## src/rtl/core/kpc_pkg.sv

```systemverilog
package kpc_pkg;

  localparam int ROWS_DEF   = 4;
  localparam int COLS_DEF   = 3;
  localparam int MATRIX_W   = 12;
  localparam int TIME_W     = 16;
  localparam int KEY_W      = 4;
  localparam int EV_W       = 2;
  localparam int CFG_IDX_W  = 2;
  localparam int CFG_DATA_W = 16;

  localparam logic [KEY_W-1:0] NO_KEY = 4'd15;

  localparam logic [EV_W-1:0] EV_NONE  = 2'd0;
  localparam logic [EV_W-1:0] EV_CLICK = 2'd1;
  localparam logic [EV_W-1:0] EV_LONG  = 2'd2;
  localparam logic [EV_W-1:0] EV_HOLD  = 2'd3;

  localparam logic [CFG_IDX_W-1:0] REG_LONG_PRESS  = 2'd0;
  localparam logic [CFG_IDX_W-1:0] REG_SHORT_PRESS = 2'd1;
  localparam logic [CFG_IDX_W-1:0] REG_AUTO_LONG   = 2'd2;

  localparam logic [TIME_W-1:0] LONG_PRESS_RST  = 16'd1500;
  localparam logic [TIME_W-1:0] SHORT_PRESS_RST = 16'd50;

  typedef struct packed {
    logic [MATRIX_W-1:0] pressed_matrix;
    logic                encoder_pressed;
    logic [TIME_W-1:0]   now_ms;
  } in_word_t;

  typedef struct packed {
    logic [EV_W-1:0]  press_event;
    logic [KEY_W-1:0] key_code;
  } out_word_t;

endpackage

```

## src/rtl/core/keypad_press_classifier.sv

```systemverilog
// Result: an accepted word's classification is registered in out_r, or in skid_r while out stalls.
// Throughput: one word per cycle while in_stall is low; the classification is a single registered pass.
// Result plus skid register: one more word is taken while out stalls, then in_stall.
// Reset (synchronous, rst_n low): no key held, anchor 0, flags clear, outputs empty,
// registers back to long 1500 ms, short 50 ms, auto long press on.
module keypad_press_classifier #(
  parameter int ROWS = kpc_pkg::ROWS_DEF,
  parameter int COLS = kpc_pkg::COLS_DEF
) (
  input  logic                           clk,
  input  logic                           rst_n,
  input  logic                           in_valid,
  output logic                           in_stall,
  input  kpc_pkg::in_word_t              in_word,
  output logic                           out_valid,
  input  logic                           out_stall,
  output kpc_pkg::out_word_t             out_word,
  input  logic                           cfg_we,
  input  logic [kpc_pkg::CFG_IDX_W-1:0]  cfg_idx,
  input  logic [kpc_pkg::CFG_DATA_W-1:0] cfg_wdata
);

  localparam int NKEYS = ROWS * COLS;
  localparam logic [kpc_pkg::KEY_W-1:0] ENC_KEY = kpc_pkg::KEY_W'(NKEYS);

  logic [kpc_pkg::TIME_W-1:0] long_ms_r, short_ms_r;
  logic                       auto_long_r;

  logic [kpc_pkg::KEY_W-1:0]  prev_key_r, prev_key_nxt;
  logic [kpc_pkg::TIME_W-1:0] anchor_r, anchor_nxt;
  logic                       ev_rep_r, ev_rep_nxt;
  logic                       hold_rep_r, hold_rep_nxt;

  kpc_pkg::out_word_t out_r, skid_r, res;
  logic               out_valid_r, skid_valid_r;

  logic                       acc_in;
  logic [kpc_pkg::KEY_W-1:0]  key;
  logic [kpc_pkg::TIME_W-1:0] elapsed;
  logic [kpc_pkg::TIME_W:0]   hold_thr;

  assign acc_in    = in_valid & ~skid_valid_r;
  assign in_stall  = skid_valid_r;
  assign out_valid = out_valid_r;
  assign out_word  = out_r;

  // configuration
  always_ff @(posedge clk) begin
    if (!rst_n) begin
      long_ms_r   <= kpc_pkg::LONG_PRESS_RST;
      short_ms_r  <= kpc_pkg::SHORT_PRESS_RST;
      auto_long_r <= 1'b1;
    end else if (cfg_we) begin
      unique case (cfg_idx)
        kpc_pkg::REG_LONG_PRESS:  long_ms_r   <= cfg_wdata;
        kpc_pkg::REG_SHORT_PRESS: short_ms_r  <= cfg_wdata;
        kpc_pkg::REG_AUTO_LONG:   auto_long_r <= cfg_wdata[0];
        default: ;
      endcase
    end
  end

  // key priority: encoder, then first row, then highest column in it
  always_comb begin
    key = kpc_pkg::NO_KEY;
    for (int r = ROWS - 1; r >= 0; r--) begin
      for (int c = 0; c < COLS; c++) begin
        if (in_word.pressed_matrix[r * COLS + c]) begin
          key = kpc_pkg::KEY_W'(r * COLS + c);
        end
      end
    end
    if (in_word.encoder_pressed) begin
      key = ENC_KEY;
    end
  end

  assign elapsed  = in_word.now_ms - anchor_r;
  assign hold_thr = {1'b0, short_ms_r} + 17'd1;

  always_comb begin
    prev_key_nxt = prev_key_r;
    anchor_nxt   = anchor_r;
    ev_rep_nxt   = ev_rep_r;
    hold_rep_nxt = hold_rep_r;
    res.press_event = kpc_pkg::EV_NONE;
    res.key_code    = kpc_pkg::NO_KEY;
    if (prev_key_r != key) begin
      if (prev_key_r == kpc_pkg::NO_KEY) begin
        ev_rep_nxt   = 1'b0;
        hold_rep_nxt = 1'b0;
        anchor_nxt   = in_word.now_ms;
      end else if (key == kpc_pkg::NO_KEY && !ev_rep_r) begin
        if (elapsed < long_ms_r && elapsed > short_ms_r) begin
          ev_rep_nxt      = 1'b1;
          res.press_event = kpc_pkg::EV_CLICK;
          res.key_code    = prev_key_r;
        end else if (elapsed > long_ms_r) begin
          ev_rep_nxt      = 1'b1;
          res.press_event = kpc_pkg::EV_LONG;
          res.key_code    = prev_key_r;
        end
      end
      prev_key_nxt = key;
    end else if (key != kpc_pkg::NO_KEY) begin
      if (!ev_rep_r && auto_long_r && elapsed >= long_ms_r) begin
        ev_rep_nxt      = 1'b1;
        res.press_event = kpc_pkg::EV_LONG;
        res.key_code    = prev_key_r;
      end
      if (!hold_rep_r && {1'b0, elapsed} > hold_thr) begin
        hold_rep_nxt    = 1'b1;
        res.press_event = kpc_pkg::EV_HOLD;
        res.key_code    = prev_key_r;
      end
    end
  end

  always_ff @(posedge clk) begin
    if (!rst_n) begin
      prev_key_r <= kpc_pkg::NO_KEY;
      anchor_r   <= '0;
      ev_rep_r   <= 1'b0;
      hold_rep_r <= 1'b0;
    end else if (acc_in) begin
      prev_key_r <= prev_key_nxt;
      anchor_r   <= anchor_nxt;
      ev_rep_r   <= ev_rep_nxt;
      hold_rep_r <= hold_rep_nxt;
    end
  end

  // result register with skid entry
  always_ff @(posedge clk) begin
    if (!rst_n) begin
      out_valid_r  <= 1'b0;
      skid_valid_r <= 1'b0;
    end else if (!out_valid_r || !out_stall) begin
      out_valid_r  <= skid_valid_r | acc_in;
      skid_valid_r <= 1'b0;
    end else if (acc_in) begin
      skid_valid_r <= 1'b1;
    end
  end

  always_ff @(posedge clk) begin
    if (!out_valid_r || !out_stall) begin
      out_r <= skid_valid_r ? skid_r : res;
    end else if (acc_in) begin
      skid_r <= res;
    end
  end

endmodule

```

## config.mk

```make
export PLATFORM = sky130hd
export DESIGN_NAME = keypad_press_classifier
export DESIGN_NICKNAME = d
export VERILOG_FILES = /design/src/rtl/core/kpc_pkg.sv /design/src/rtl/core/keypad_press_classifier.sv
export SDC_FILE = /design/constraint.sdc
export NUM_CORES = 1
export LEC_CHECK = 0
export ABC_AREA = 1
export BUFFER_PORTS_ARGS = -buffer_cell sky130_fd_sc_hd__buf_2
export CAP_MARGIN = 20
export CORE_MARGIN = 5
export CORE_UTILIZATION = 50
export CTS_CLUSTER_DIAMETER = 50
export DETAILED_ROUTE_END_ITERATION = 8
export GPL_ROUTABILITY_DRIVEN = 0
export PLACE_DENSITY = 0.7
export SLEW_MARGIN = 20
export SYNTH_ARGS = -nofsm -noshare
export SYNTH_HDL_FRONTEND = slang
export SYNTH_SLANG_ARGS = --single-unit
```

## constraint.sdc

```tcl
create_clock -name clk -period 5 [get_ports clk]
set_input_delay 1.25 -clock clk [delete_from_list [all_inputs] [get_ports clk]]
set_output_delay 1.25 -clock clk [all_outputs]
set_load 0.03 [all_outputs]
```

==> flow_summary.toml <==
[run_status]
status = "finished, final reports clean"

[global_routing]
grt_max_degree = 54
grt_overflow = 0
grt_pass1_vias = 4852
grt_pass1_wl_um = 21200
grt.total_usage = 0.202
antenna_found_initial = 0

[synthesis]
synth_top_cell_area_share = 0.220
syn_inst = 725
synthXorXnorAreaFrac = 0.0472
ys_ff_latch = 69
synth_area_leaders = "dfxtp_1, ha_1, nand2_1"
syn_area_per_cell_um2 = 7.17
ys_types = 39
syn_area_um2 = 5190
synth-simple-area-share = 0.248
seq_area_frac_synth = 0.289
synth_edf_count = 12
synth_compound_area_frac = 0.162
synth_flop_cell = "dfxtp_1"
synth_top_area_cell = "dfxtp_1"
async_flop_share = 0
synthMuxAreaShare = 0
synth_top_family_by_area = "simple AND/OR/NAND/NOR gates"
yosys_warnings = 0
synthAdderAreaFrac = 0.160
synth_fp_nets = 843

[pwr]
leakage_nw = 2.88
power.internal_mw = 1.17
netSwitchingFraction = 0.372
combPwrFrac = 0.391
p_seq_frac = 0.334
powerDensity_nw_per_um2 = 316
switchingPower_mw = 0.689
p_clk_frac = 0.275
ir_drop_mv = 0.164

[clocking]
clkSinkCount = 69
numCtsBuffers = 9
cts_tree = "done"
root_buffer = "clkbuf_8"
cts_buffer_depth = 2
htreeDepth = 3
insertion_delay_ns = 0.36
cts.reportedPaths.clkPinSlew_ns = 0.07
cts_setup_buffers = 0

[finish]
diodes = 0
synthToLayoutAreaGrowth_pct = 12.9
nets = 904
utilization = 0.573
drive_gt1_frac = 0.138
fin_area_um2 = 5870

[worst_setup_path]
r2r_slack_ns = 0.99
cp-end-kind = "register"
worst_ep_required_time_ns = 5.11
worstPathMaxFanout = 5
crit_slowest_cell = "fa_1"
crit-reg2reg-capture = "out_word[2]"
worstSetupPathType = "primary input to register"
crit_arrival_ns = 4.79
worst_path_largest_cell_delay_ns = 0.42
r2r_cells = 23
worstSetupStartpointType = "primary input"
reg2reg_from = "anchor_r[2]"
crit_path_cell_trace = "buf_2, inv_1, ha_1, inv_1, fa_1, a21oi_1, o21ai_0, a31oi_1, o21ai_0, xor2_1, inv_1, ha_1, nand2_1, inv_1, nor3_1, nor2_1, nor2_1, nand3_2, nand4_1, nand3_1, nand2_1, nand2_2, nand2_1, nand2_1"

[sta]
finalCriticalPeriod_ns = 4.67
maxSlewViolCount = 0
final-setup-viol-count = 0
fin_skew_ns = 0.00776
tightestPinTransition_ns = 0.918
fmaxAchievable_mhz = 214
rsz0062_at_grt = "false"
post-route-period-util = 0.934
hold_violations = 0
setup_tns_ns = 0
relSlewSlack = 0.386

[floorplanning]
die-height_um = 112
die_width_um = 112
rows = 37
die-area_um2 = 12500
fp.coreArea_um2 = 10200
start_util = 0.508
boundaryPins = 60

[placement]
place_area_um2 = 5620
hpwl_um = 9660
port_buffers = 59

[detailed_routing]
dr.pass1.iters = 6
wirelength_um = 12100
vias = 4831
via_per_inst = 5.21
drtIter0Drc = 231
drc = 0
ant_nets = 0
routedWlPerCell_um = 13.0

[run]
cap_violations = 0

[hold_path]
min_to = "long_ms_r[15]"
min_path_type = "register to register"
worstHoldPathCells = 2
worstHoldStart = "long_ms_r[15]"
[cell usage in the layout, fill, tap and decap left out, types with 2 or more instances in the layout]
| master | count |
|---|---|
| nor3_1 | 11 |
| a21o_1 | 3 |
| buf_2 | 59 |
| nor2_4 | 2 |
| a31oi_1 | 5 |
| nand2_2 | 7 |
| nand3_2 | 3 |
| nand3_1 | 33 |
| nand4_1 | 10 |
| edfxtp_1 | 12 |
| ha_1 | 65 |
| a21oi_1 | 60 |
| o21ai_1 | 7 |
| o21ai_0 | 51 |
| nor4_1 | 2 |
| inv_2 | 5 |
| clkbuf_8 | 11 |
| o31ai_1 | 2 |
| xnor2_1 | 6 |
| o211ai_1 | 18 |
| o21bai_1 | 2 |
| inv_1 | 106 |
| nor2_1 | 65 |
| buf_4 | 3 |
| xor2_1 | 21 |
| nand2_8 | 2 |
| dfxtp_1 | 57 |
| inv_6 | 2 |
| nor2_2 | 4 |
| nand2_1 | 139 |
| nor3_2 | 4 |
[cell usage after synthesis (9+ instances only)]
cell type,instances
xor2_1,22
o211ai_1,18
o21ai_0,51
nand2_1,139
dfxtp_1,57
nor3_1,11
clkbuf_1,9
ha_1,65
inv_1,106
nand4_1,10
nor2_1,66
nand3_1,34
edfxtp_1,12
a21oi_1,60
[critical path, delay by kind of cell]
kind            cells  cell delay [ns]
buf+inv             5             0.38
fa+ha+maj           3             0.96
simple gates       11             1.15
compound gates      4             0.81
xor+xnor            1             0.22
[through the flow]
stage | hold WS [ns] | instances | setup WS (ns) | total power, mW
6_report | 0.464 | 927 | 0.328 | 1.85
5_1_grt | 0.490 | 927 | 0.0142 | 2.01
4_1_cts | 0.471 | 927 | 0.293 | 1.86
3_5_place_dp | 0.460 | 911 | -0.0535 | 1.34
3_3_place_gp | 0.446 | 911 | 0.0551 | 1.32
2_1_floorplan | 0.435 | 725 | 0.513 | 1.16
[layout make-up]
class,instances,area [µm²]
inverters,113,429
well taps,136,170
fillers,1003,4370
clock buffers,12,176
repair buffers,62,318
clock inverters,4,51.3
multi-input cells,531,3220
flip-flops and latches,69,1500
[metal layers]
| metal | vias up | wire length (µm) | GRT usage |
|---|---|---|---|
| li1 | 2524 | - | - |
| met1 | 2194 | 5350 | 0.238 |
| met4 | 0 | 295 | 0.0817 |
| met5 | - | 0 | 0 |
| met2 | 90 | 6010 | 0.364 |
| met3 | 23 | 414 | 0.0337 |
[registers in the layout, summed over array words and instances (netlist names), 4 cells and up]
signal      cells
skid_r          6
long_ms_r      16
out_word        6
short_ms_r     16
prev_key_r      4
anchor_r       16
[how the worst max path moves through the flow]
stage,endpoint,depth (start not counted),startpoint,slack (ns)
finish,out_word[2],24,in_word[0],0.33
global route,out_word[1],21,in_word[2],0.01
CTS,out_word[1],21,in_word[2],0.29
detailed placement,out_word[1],21,in_word[2],-0.05
global placement,out_word[1],21,in_word[2],0.06
floorplan,out_word[0],21,in_word[2],0.51
[power groups by stage]
stage,clock network (mW),logic (mW),registers [mW]
floorplan,0,0.521,0.636
global placement,0,0.686,0.631
detailed placement,0,0.708,0.632
CTS,0.526,0.717,0.619
global route,0.551,0.839,0.625
finish,0.510,0.725,0.619
[timing repair]
| item | in CTS | in global routing |
|---|---|---|
| resized for setup | 0 | 4 |
| endpoints found under the hold margin | 0 | 0 |
| hold buffers | 0 | 0 |
| setup endpoints to repair | 0 | 10 |
[cell families (layout without fill, tap and decap cells)]
kind of cell / after synthesis / after routing
compound gates: 152 / 152
xor+xnor: 28 / 28
fa+ha+maj: 66 / 66
buf+inv: 125 / 191
flops: 69 / 69
simple gates: 285 / 285
(Power assumes the default switching activity.)
